File: src/atan2_approx_core_assert.svh
// Assertion macros shared by the atan2 approximation core and its divider.
// Both expect aclk and aresetn (synchronous, active low) in the enclosing scope.
`ifndef ATAN2_APPROX_CORE_ASSERT_SVH
`define ATAN2_APPROX_CORE_ASSERT_SVH

// Same-cycle implication, checked outside reset.
`define A2A_ASSERT_IMPLIES(label, ante, cons, msg) \
    label: assert property (@(posedge aclk) disable iff (!aresetn) (ante) |-> (cons)) \
        else $error(msg);

// Next-cycle implication, checked outside reset.
`define A2A_ASSERT_NEXT(label, ante, cons, msg) \
    label: assert property (@(posedge aclk) disable iff (!aresetn) (ante) |=> (cons)) \
        else $error(msg);

`endif

File: src/a2a_pkg.sv
// Package for the atan2 approximation core: fixed-point constants, widths
// and the per-item control flags carried down the pipeline. No dependencies.
package a2a_pkg;

    localparam int IN_WIDTH_DEF = 16;
    localparam int OUT_WIDTH    = 17;
    localparam int OUT_TDATA_W  = 24;

    localparam int Q12_PI_4    = 3217;
    localparam int Q12_PI_4_SH = 3217 * 4096;
    localparam int Q12_PI_2    = 6434;
    localparam int Q12_PI      = 12868;
    localparam int C309_Q16    = 20251;
    localparam int ROUND_HALF  = 2048;
    localparam int FRAC_SHIFT  = 12;

    localparam int OUT_MIN = -65536;
    localparam int OUT_MAX = 65535;

    typedef struct packed {
        logic yneg;
        logic xneg;
        logic swapped;
        logic zero;
    } ctl_t;

endpackage

File: src/a2a_div.sv
// Pipelined restoring divider, one quotient bit per stage, with valid bits
// and control flags carried alongside. Depends on a2a_pkg and the assert header.
`include "atan2_approx_core_assert.svh"

module a2a_div #(
    parameter int MW = a2a_pkg::IN_WIDTH_DEF,
    parameter int KW = a2a_pkg::IN_WIDTH_DEF + 16
) (
    input  logic                aclk,
    input  logic                aresetn,
    input  logic                en,
    input  logic                in_vld,
    input  logic [MW+KW-1:0]    in_num,
    input  logic [MW-1:0]       in_den,
    input  a2a_pkg::ctl_t       in_ctl,
    output logic                out_vld,
    output logic [KW-1:0]       out_quo,
    output a2a_pkg::ctl_t       out_ctl
);

    logic [KW:0]         vld_reg;
    logic [MW-1:0]       rem_reg [KW+1];
    logic [KW-1:0]       nq_reg  [KW+1];
    logic [MW-1:0]       den_reg [KW+1];
    a2a_pkg::ctl_t       ctl_reg [KW+1];

    logic [MW:0]         trial [KW];
    logic [KW-1:0]       ge;
    logic [MW-1:0]       rem_next [KW];
    logic [KW-1:0]       nq_next  [KW];

    // remainder stays below the divisor, so the trial fits MW+1 bits
    always_comb begin
        for (int i = 0; i < KW; i++) begin
            trial[i]    = {rem_reg[i], nq_reg[i][KW-1]};
            ge[i]       = (trial[i] >= {1'b0, den_reg[i]});
            rem_next[i] = ge[i] ? MW'(trial[i] - {1'b0, den_reg[i]}) : trial[i][MW-1:0];
            nq_next[i]  = {nq_reg[i][KW-2:0], ge[i]};
        end
    end

    always_ff @(posedge aclk) begin
        if (!aresetn) begin
            vld_reg <= '0;
        end else if (en) begin
            vld_reg <= {vld_reg[KW-1:0], in_vld};
        end
    end

    always_ff @(posedge aclk) begin
        if (en) begin
            rem_reg[0] <= in_num[MW+KW-1:KW];
            nq_reg[0]  <= in_num[KW-1:0];
            den_reg[0] <= in_den;
            ctl_reg[0] <= in_ctl;
            for (int i = 0; i < KW; i++) begin
                rem_reg[i+1] <= rem_next[i];
                nq_reg[i+1]  <= nq_next[i];
                den_reg[i+1] <= den_reg[i];
                ctl_reg[i+1] <= ctl_reg[i];
            end
        end
    end

    assign out_vld = vld_reg[KW];
    assign out_quo = nq_reg[KW];
    assign out_ctl = ctl_reg[KW];

    for (genvar g = 0; g <= KW; g++) begin : g_chk
        `A2A_ASSERT_IMPLIES(a_rem_below_den, vld_reg[g] && (den_reg[g] != '0), rem_reg[g] < den_reg[g], "divider remainder not below divisor")
    end

    `A2A_ASSERT_NEXT(a_div_stall_hold, !en, $stable(vld_reg), "divider valid bits moved during stall")

endmodule

File: src/atan2_approx_core.sv
// Top level of the atan2 approximation core: octant reduction, rational
// angle term, divider and quadrant mapping. Depends on a2a_pkg and a2a_div.
//
// Takes (y, x) in signed Q7.8 and returns the angle in signed Q4.12 radians.
// One transfer per cycle in and out when not stalled. The pipeline has four
// front stages, the divider's input register plus one stage per quotient bit
// (IN_WIDTH + 16 bits), and three back stages.
// The bit-per-stage divider sets the depth. A stall on m_tready freezes the
// whole pipeline; s_tready follows it in the same cycle.
`include "atan2_approx_core_assert.svh"

module atan2_approx_core #(
    parameter int IN_WIDTH = a2a_pkg::IN_WIDTH_DEF
) (
    input  logic                                  aclk,
    input  logic                                  aresetn,
    input  logic                                  s_tvalid,
    output logic                                  s_tready,
    input  logic [((2*IN_WIDTH+7)/8)*8-1:0]       s_tdata,   // y_in, x_in
    output logic                                  m_tvalid,
    input  logic                                  m_tready,
    output logic [a2a_pkg::OUT_TDATA_W-1:0]       m_tdata    // angle_out
);

    localparam int MW = IN_WIDTH;
    localparam int KW = IN_WIDTH + 16;
    localparam int KH = KW - 16;
    localparam int NW = MW + KW;
    localparam int AW = KW - 11;
    localparam int RW = AW + 4;
    localparam int OW = a2a_pkg::OUT_WIDTH;

    localparam logic [KW-1:0] PI4_K = KW'(a2a_pkg::Q12_PI_4_SH);
    localparam logic [KW-1:0] C309_K = KW'(a2a_pkg::C309_Q16);
    localparam logic signed [RW-1:0] PI2_R = RW'(a2a_pkg::Q12_PI_2);
    localparam logic signed [RW-1:0] PI_R = RW'(a2a_pkg::Q12_PI);
    localparam logic signed [RW-1:0] MIN_R = RW'(a2a_pkg::OUT_MIN);
    localparam logic signed [RW-1:0] MAX_R = RW'(a2a_pkg::OUT_MAX);

    logic en;

    logic [IN_WIDTH-1:0] y_raw, x_raw;

    // stage 1: magnitudes
    logic                s1_vld_reg;
    logic [MW-1:0]       s1_ay_reg, s1_ax_reg;
    a2a_pkg::ctl_t       s1_ctl_reg;

    // stage 2: octant reduction
    logic                s2_vld_reg;
    logic [MW-1:0]       s2_mn_reg, s2_mx_reg, s2_diff_reg;
    a2a_pkg::ctl_t       s2_ctl_reg, s2_ctl_next;

    // stage 3: numerator factor k
    logic                s3_vld_reg;
    logic [MW-1:0]       s3_mn_reg, s3_mx_reg;
    logic [KW-1:0]       s3_k_reg;
    a2a_pkg::ctl_t       s3_ctl_reg;

    // stage 4: partial products of mn * k
    logic                s4_vld_reg;
    logic [MW+15:0]      s4_pp_lo_reg;
    logic [MW+KH-1:0]    s4_pp_hi_reg;
    logic [MW-1:0]       s4_mx_reg;
    a2a_pkg::ctl_t       s4_ctl_reg;

    logic [NW-1:0]       num_next;

    logic                div_vld;
    logic [KW-1:0]       div_quo;
    a2a_pkg::ctl_t       div_ctl;

    // back stages
    logic                f1_vld_reg;
    logic [AW-1:0]       f1_a_reg;
    a2a_pkg::ctl_t       f1_ctl_reg;
    logic [KW:0]         round_sum;

    logic                f2_vld_reg;
    logic signed [RW-1:0] f2_oct_reg, oct_next, a_ext;
    a2a_pkg::ctl_t       f2_ctl_reg;

    logic                m_tvalid_reg;
    logic [OW-1:0]       angle_reg, angle_next;
    logic signed [RW-1:0] signed_val;

    assign en       = !m_tvalid_reg || m_tready;
    assign s_tready = en;

    assign y_raw = s_tdata[IN_WIDTH-1:0];
    assign x_raw = s_tdata[2*IN_WIDTH-1:IN_WIDTH];

    always_comb begin
        s2_ctl_next         = s1_ctl_reg;
        s2_ctl_next.swapped = (s1_ax_reg < s1_ay_reg);
        s2_ctl_next.zero    = (s1_ax_reg == '0) && (s1_ay_reg == '0);
    end

    assign num_next = {s4_pp_hi_reg, 16'b0} + NW'(s4_pp_lo_reg);

    assign round_sum = {1'b0, div_quo} + (KW+1)'(a2a_pkg::ROUND_HALF);

    assign a_ext = $signed({{(RW-AW){1'b0}}, f1_a_reg});

    always_comb begin
        case ({f1_ctl_reg.xneg, f1_ctl_reg.swapped})
            2'b00:   oct_next = a_ext;
            2'b01:   oct_next = PI2_R - a_ext;
            2'b10:   oct_next = PI_R - a_ext;
            2'b11:   oct_next = PI2_R + a_ext;
            default: oct_next = a_ext;
        endcase
    end

    always_comb begin
        signed_val = f2_ctl_reg.yneg ? -f2_oct_reg : f2_oct_reg;
        if (f2_ctl_reg.zero) begin
            angle_next = '0;
        end else if (signed_val < MIN_R) begin
            angle_next = MIN_R[OW-1:0];
        end else if (signed_val > MAX_R) begin
            angle_next = MAX_R[OW-1:0];
        end else begin
            angle_next = signed_val[OW-1:0];
        end
    end

    always_ff @(posedge aclk) begin
        if (!aresetn) begin
            s1_vld_reg   <= 1'b0;
            s2_vld_reg   <= 1'b0;
            s3_vld_reg   <= 1'b0;
            s4_vld_reg   <= 1'b0;
            f1_vld_reg   <= 1'b0;
            f2_vld_reg   <= 1'b0;
            m_tvalid_reg <= 1'b0;
        end else if (en) begin
            s1_vld_reg   <= s_tvalid;
            s2_vld_reg   <= s1_vld_reg;
            s3_vld_reg   <= s2_vld_reg;
            s4_vld_reg   <= s3_vld_reg;
            f1_vld_reg   <= div_vld;
            f2_vld_reg   <= f1_vld_reg;
            m_tvalid_reg <= f2_vld_reg;
        end
    end

    always_ff @(posedge aclk) begin
        if (en) begin
            s1_ay_reg          <= y_raw[IN_WIDTH-1] ? MW'(-y_raw) : y_raw;
            s1_ax_reg          <= x_raw[IN_WIDTH-1] ? MW'(-x_raw) : x_raw;
            s1_ctl_reg.yneg    <= y_raw[IN_WIDTH-1];
            s1_ctl_reg.xneg    <= x_raw[IN_WIDTH-1];
            s1_ctl_reg.swapped <= 1'b0;
            s1_ctl_reg.zero    <= 1'b0;

            s2_mn_reg   <= s2_ctl_next.swapped ? s1_ax_reg : s1_ay_reg;
            s2_mx_reg   <= s2_ctl_next.swapped ? s1_ay_reg : s1_ax_reg;
            s2_diff_reg <= s2_ctl_next.swapped ? MW'(s1_ay_reg - s1_ax_reg)
                                               : MW'(s1_ax_reg - s1_ay_reg);
            s2_ctl_reg  <= s2_ctl_next;

            s3_k_reg   <= PI4_K + KW'(C309_K * KW'(s2_diff_reg));
            s3_mn_reg  <= s2_mn_reg;
            s3_mx_reg  <= s2_mx_reg;
            s3_ctl_reg <= s2_ctl_reg;

            s4_pp_lo_reg <= (MW+16)'(s3_mn_reg) * (MW+16)'(s3_k_reg[15:0]);
            s4_pp_hi_reg <= (MW+KH)'(s3_mn_reg) * (MW+KH)'(s3_k_reg[KW-1:16]);
            s4_mx_reg    <= s3_mx_reg;
            s4_ctl_reg   <= s3_ctl_reg;

            f1_a_reg   <= round_sum[KW:a2a_pkg::FRAC_SHIFT];
            f1_ctl_reg <= div_ctl;

            f2_oct_reg <= oct_next;
            f2_ctl_reg <= f1_ctl_reg;

            angle_reg <= angle_next;
        end
    end

    a2a_div #(
        .MW (MW),
        .KW (KW)
    ) u_div (
        .aclk    (aclk),
        .aresetn (aresetn),
        .en      (en),
        .in_vld  (s4_vld_reg),
        .in_num  (num_next),
        .in_den  (s4_mx_reg),
        .in_ctl  (s4_ctl_reg),
        .out_vld (div_vld),
        .out_quo (div_quo),
        .out_ctl (div_ctl)
    );

    assign m_tvalid = m_tvalid_reg;
    assign m_tdata  = {{(a2a_pkg::OUT_TDATA_W-OW){1'b0}}, angle_reg};

    `A2A_ASSERT_NEXT(a_stall_hold, !en, $stable({s1_vld_reg, s2_vld_reg, s3_vld_reg, s4_vld_reg, f1_vld_reg, f2_vld_reg, m_tvalid_reg}), "pipeline valid bits moved during stall")

    `A2A_ASSERT_IMPLIES(a_octant_order, s2_vld_reg && !s2_ctl_reg.zero, (s2_mn_reg <= s2_mx_reg) && (s2_mx_reg != '0), "octant reduction gave min above max")

    `A2A_ASSERT_IMPLIES(a_k_floor, s3_vld_reg, s3_k_reg >= PI4_K, "numerator factor below pi/4 term")

endmodule
File: config.mk
export PLATFORM = sky130hd
export DESIGN_NAME = atan2_approx_core
export DESIGN_NICKNAME = d
export VERILOG_FILES = /design/src/a2a_pkg.sv /design/src/a2a_div.sv /design/src/atan2_approx_core.sv
export VERILOG_INCLUDE_DIRS = /design/src /design/src/src
export SDC_FILE = /design/constraint.sdc
export NUM_CORES = 2
export LEC_CHECK = 0
export BUFFER_PORTS_ARGS = -buffer_cell sky130_fd_sc_hd__buf_2
export CAP_MARGIN = 10
export CORE_ASPECT_RATIO = 1.2
export CORE_MARGIN = 8
export CORE_UTILIZATION = 60
export DETAILED_ROUTE_END_ITERATION = 12
export GPL_TIMING_DRIVEN = 0
export MAX_ROUTING_LAYER = met4
export PLACE_DENSITY = 0.76
export SLEW_MARGIN = 30
export SYNTH_ARGS = -nofsm -noshare
export SYNTH_HDL_FRONTEND = slang
export SYNTH_SLANG_ARGS = --single-unit
File: constraint.sdc
create_clock -name aclk -period 169.2 [get_ports aclk]
set_input_delay 33.84 -clock aclk [delete_from_list [all_inputs] [get_ports aclk]]
set_output_delay 33.84 -clock aclk [all_outputs]
set_load 0.02 [all_outputs]
==> flow_summary.json <==
{
  "yosysMostFrequentCell": "edfxtp_1",
  "maxSlewViolCount": 0,
  "placed_area_um2": 104000,
  "ioPinCount": 62,
  "status": "completed",
  "holdPathStages": 0,
  "synth_commonest_cells": "edfxtp_1, inv_1, ha_1",
  "num_vias": 58515,
  "end_kind": "output pin",
  "drt_pass1_iterations": 6,
  "hold_viol": 0,
  "path_max_fanout": 32,
  "wl_per_cell_um": 20.2,
  "path_clk_slew_ns": 0.06,
  "hold_path.class": "reg -> reg",
  "fin_util": 0.664,
  "ys_seq_area_frac": 0.544,
  "gp_congestion": 0.960,
  "fin_nets": 9352,
  "synth.avg_cell_area_um2": 12.9,
  "highest_layer": "met4",
  "rr_startpoint": "s3_mn_reg[9]",
  "wl_met3_um": 9200,
  "clkSinkCount": 1831,
  "yosys_most_used_dff": "edfxtp_1",
  "hold_buffers": 0,
  "r2r_end": "s4_pp_lo_reg[31]",
  "rows": 164,
  "netlist_instances": 7797,
  "fin_setup_tns_ns": 0,
  "cp_slowest_cell": "clkbuf_4",
  "cts_buffers": 179,
  "crit_buf_inv": 6,
  "grt_pass1_wl_um": 332000,
  "crit_type": "in -> out",
  "wl_met2_um": 111000,
  "io_buffers": 53,
  "grt_overflow_total": 0,
  "clockRootBuffer": "clkbuf_16",
  "cp_slowest_stage_delay_ns": 0.27,
  "post-route-period-util": 0.407,
  "area_delta_synth_final_pct": 10.0,
  "drive_above_1_share": 0.0841,
  "insertion_delay_ns": 0.83,
  "dieWidth_um": 389,
  "finalInstanceArea_um2": 110000,
  "hold_slack_ns": 0.401,
  "initial_core_util": 0.603,
  "timing.fmax_ghz": 0.0145,
  "fin_skew_ns": 0.0353,
  "crit_required_ns": 135.36,
  "cts_max_level": 4,
  "period_needed_ns": 68.89,
  "path_delay_family": "buffers and inverters",
  "min_to": "u_div.nq_reg[0][492]",
  "drv_cap": 0,
  "synth_edf_count": 1791,
  "post_cts_resized": 0,
  "die_h_um": 464,
  "track_usage": 0.241,
  "fp.dieArea_um2": 181000,
  "netlist_area_um2": 100000,
  "hpwlAfterDp_um": 158000,
  "cp_common_cell": "buf_2",
  "synth-seq-cells": 1831,
  "drc_errors": 0,
  "rsz0062_at_grt": "no",
  "ys_warn_count": 0,
  "drtIter0Drc": 3461,
  "ys_async_sr_fraction": 0,
  "synth_top_area_frac": 0.536,
  "arrival_ns": 35.05,
  "start_kind": "input pin",
  "reg2regPathDepth": 22,
  "setup_viol": 0,
  "cts_tree": "done",
  "cts_setup_buffers": 0,
  "synth_area_leaders": "edfxtp_1, fa_1, ha_1",
  "worst-r2r-setup-slack_ns": 160.96,
  "synth.distinct_cells": 78,
  "clockBufferDepth": 3,
  "ant_nets": 0,
  "relSlewSlack": 0.295,
  "totalWireLength_um": 211000,
  "yosys.area.top_type": "edfxtp_1",
  "grt_max_degree": 57,
  "grt_pass1_vias": 60568,
  "hold_path_startpoint": "u_div.nq_reg[0][459]",
  "antenna_found_initial": 3,
  "path_cells": "buf_2 > nor2b_1 > clkbuf_1 > inv_1 > clkbuf_4 > buf_12 > buf_2",
  "via_per_inst": 5.59,
  "met1_length_um": 81700,
  "fp.coreArea_um2": 166000,
  "tightestPinTransition_ns": 1.06,
  "largest_register_ffs": 693
}
[routing by layer]
metal	global-route usage	vias up
met4	0.0999	0
met1	0.277	29040
met5	-	-
met3	0.0333	428
met2	0.426	1389
li1	-	27658
[cell usage in the layout, fill, tap and decap left out, types with 94 or more instances in the layout]
cell and count:
edfxtp_1 1791, inv_1 1105, xor2_1 139, nor2b_1 94
nor3_1 96, nor2_1 291, o21ai_0 239, mux2_2 237
and2_1 226, fa_1 501, nand2_1 620, clkbuf_1 186
xnor2_1 290, a21o_1 124, a21oi_1 298, ha_1 734
clkbuf_16 181
[through the flow]
step | setup slack, ns | instances
after global placement | 31.34 | 10097
final | 100.31 | 10473
after global routing | 100.16 | 10471
after CTS | 100.30 | 10469
after floorplan | 52.73 | 7803
after detailed placement | 100.30 | 10141
[cells by family (layout without fill, tap and decap cells)]
kind of cell    after synthesis  after routing  synth area share
fa+ha+maj                  1235           1235             0.191
buf+inv                    1291           1716            0.0489
mux                         290            290            0.0319
flops                      1831           1831             0.544
other cells                   1             11         0.0000373
simple gates               1646           1646            0.0785
compound gates             1073           1073            0.0682
xor+xnor                    430            430            0.0376
[worst register-to-register path, delay by kind of cell (launching register included)]
kind                     cells  cell delay [ns]
buffers and inverters        4             0.97
flip-flops                   1             0.61
AO/OA/AOI/OAI                6             2.10
AND/OR/NAND/NOR              4             0.79
XOR/XNOR                     1             0.12
adder cells (fa/ha/maj)      7             3.39
[area by class of cell]
cell class	instances	area [um^2]
multi-input combinational	4681	40900
timing repair buffer	97	1220
clock buffer	209	4630
inverter	1106	4150
buffer	185	762
clock inverter	119	1370
fill	12071	55900
antenna	4	10.0
sequential	1831	54600
tap	2241	2800
[how the worst max path moves through the flow]
stage	depth (start not counted)	slack (ns)	end	startpoint
after detailed placement	7	100.30	s_tready	m_tready
final	7	100.31	s_tready	m_tready
after CTS	7	100.30	s_tready	m_tready
after global placement	6	31.34	s_tready	m_tready
after floorplan	4	52.73	s_tready	m_tready
after global routing	7	100.16	s_tready	m_tready
Power is not shown: default switching activity piles up to over one toggle a cycle in this logic, so the estimate is an artifact.
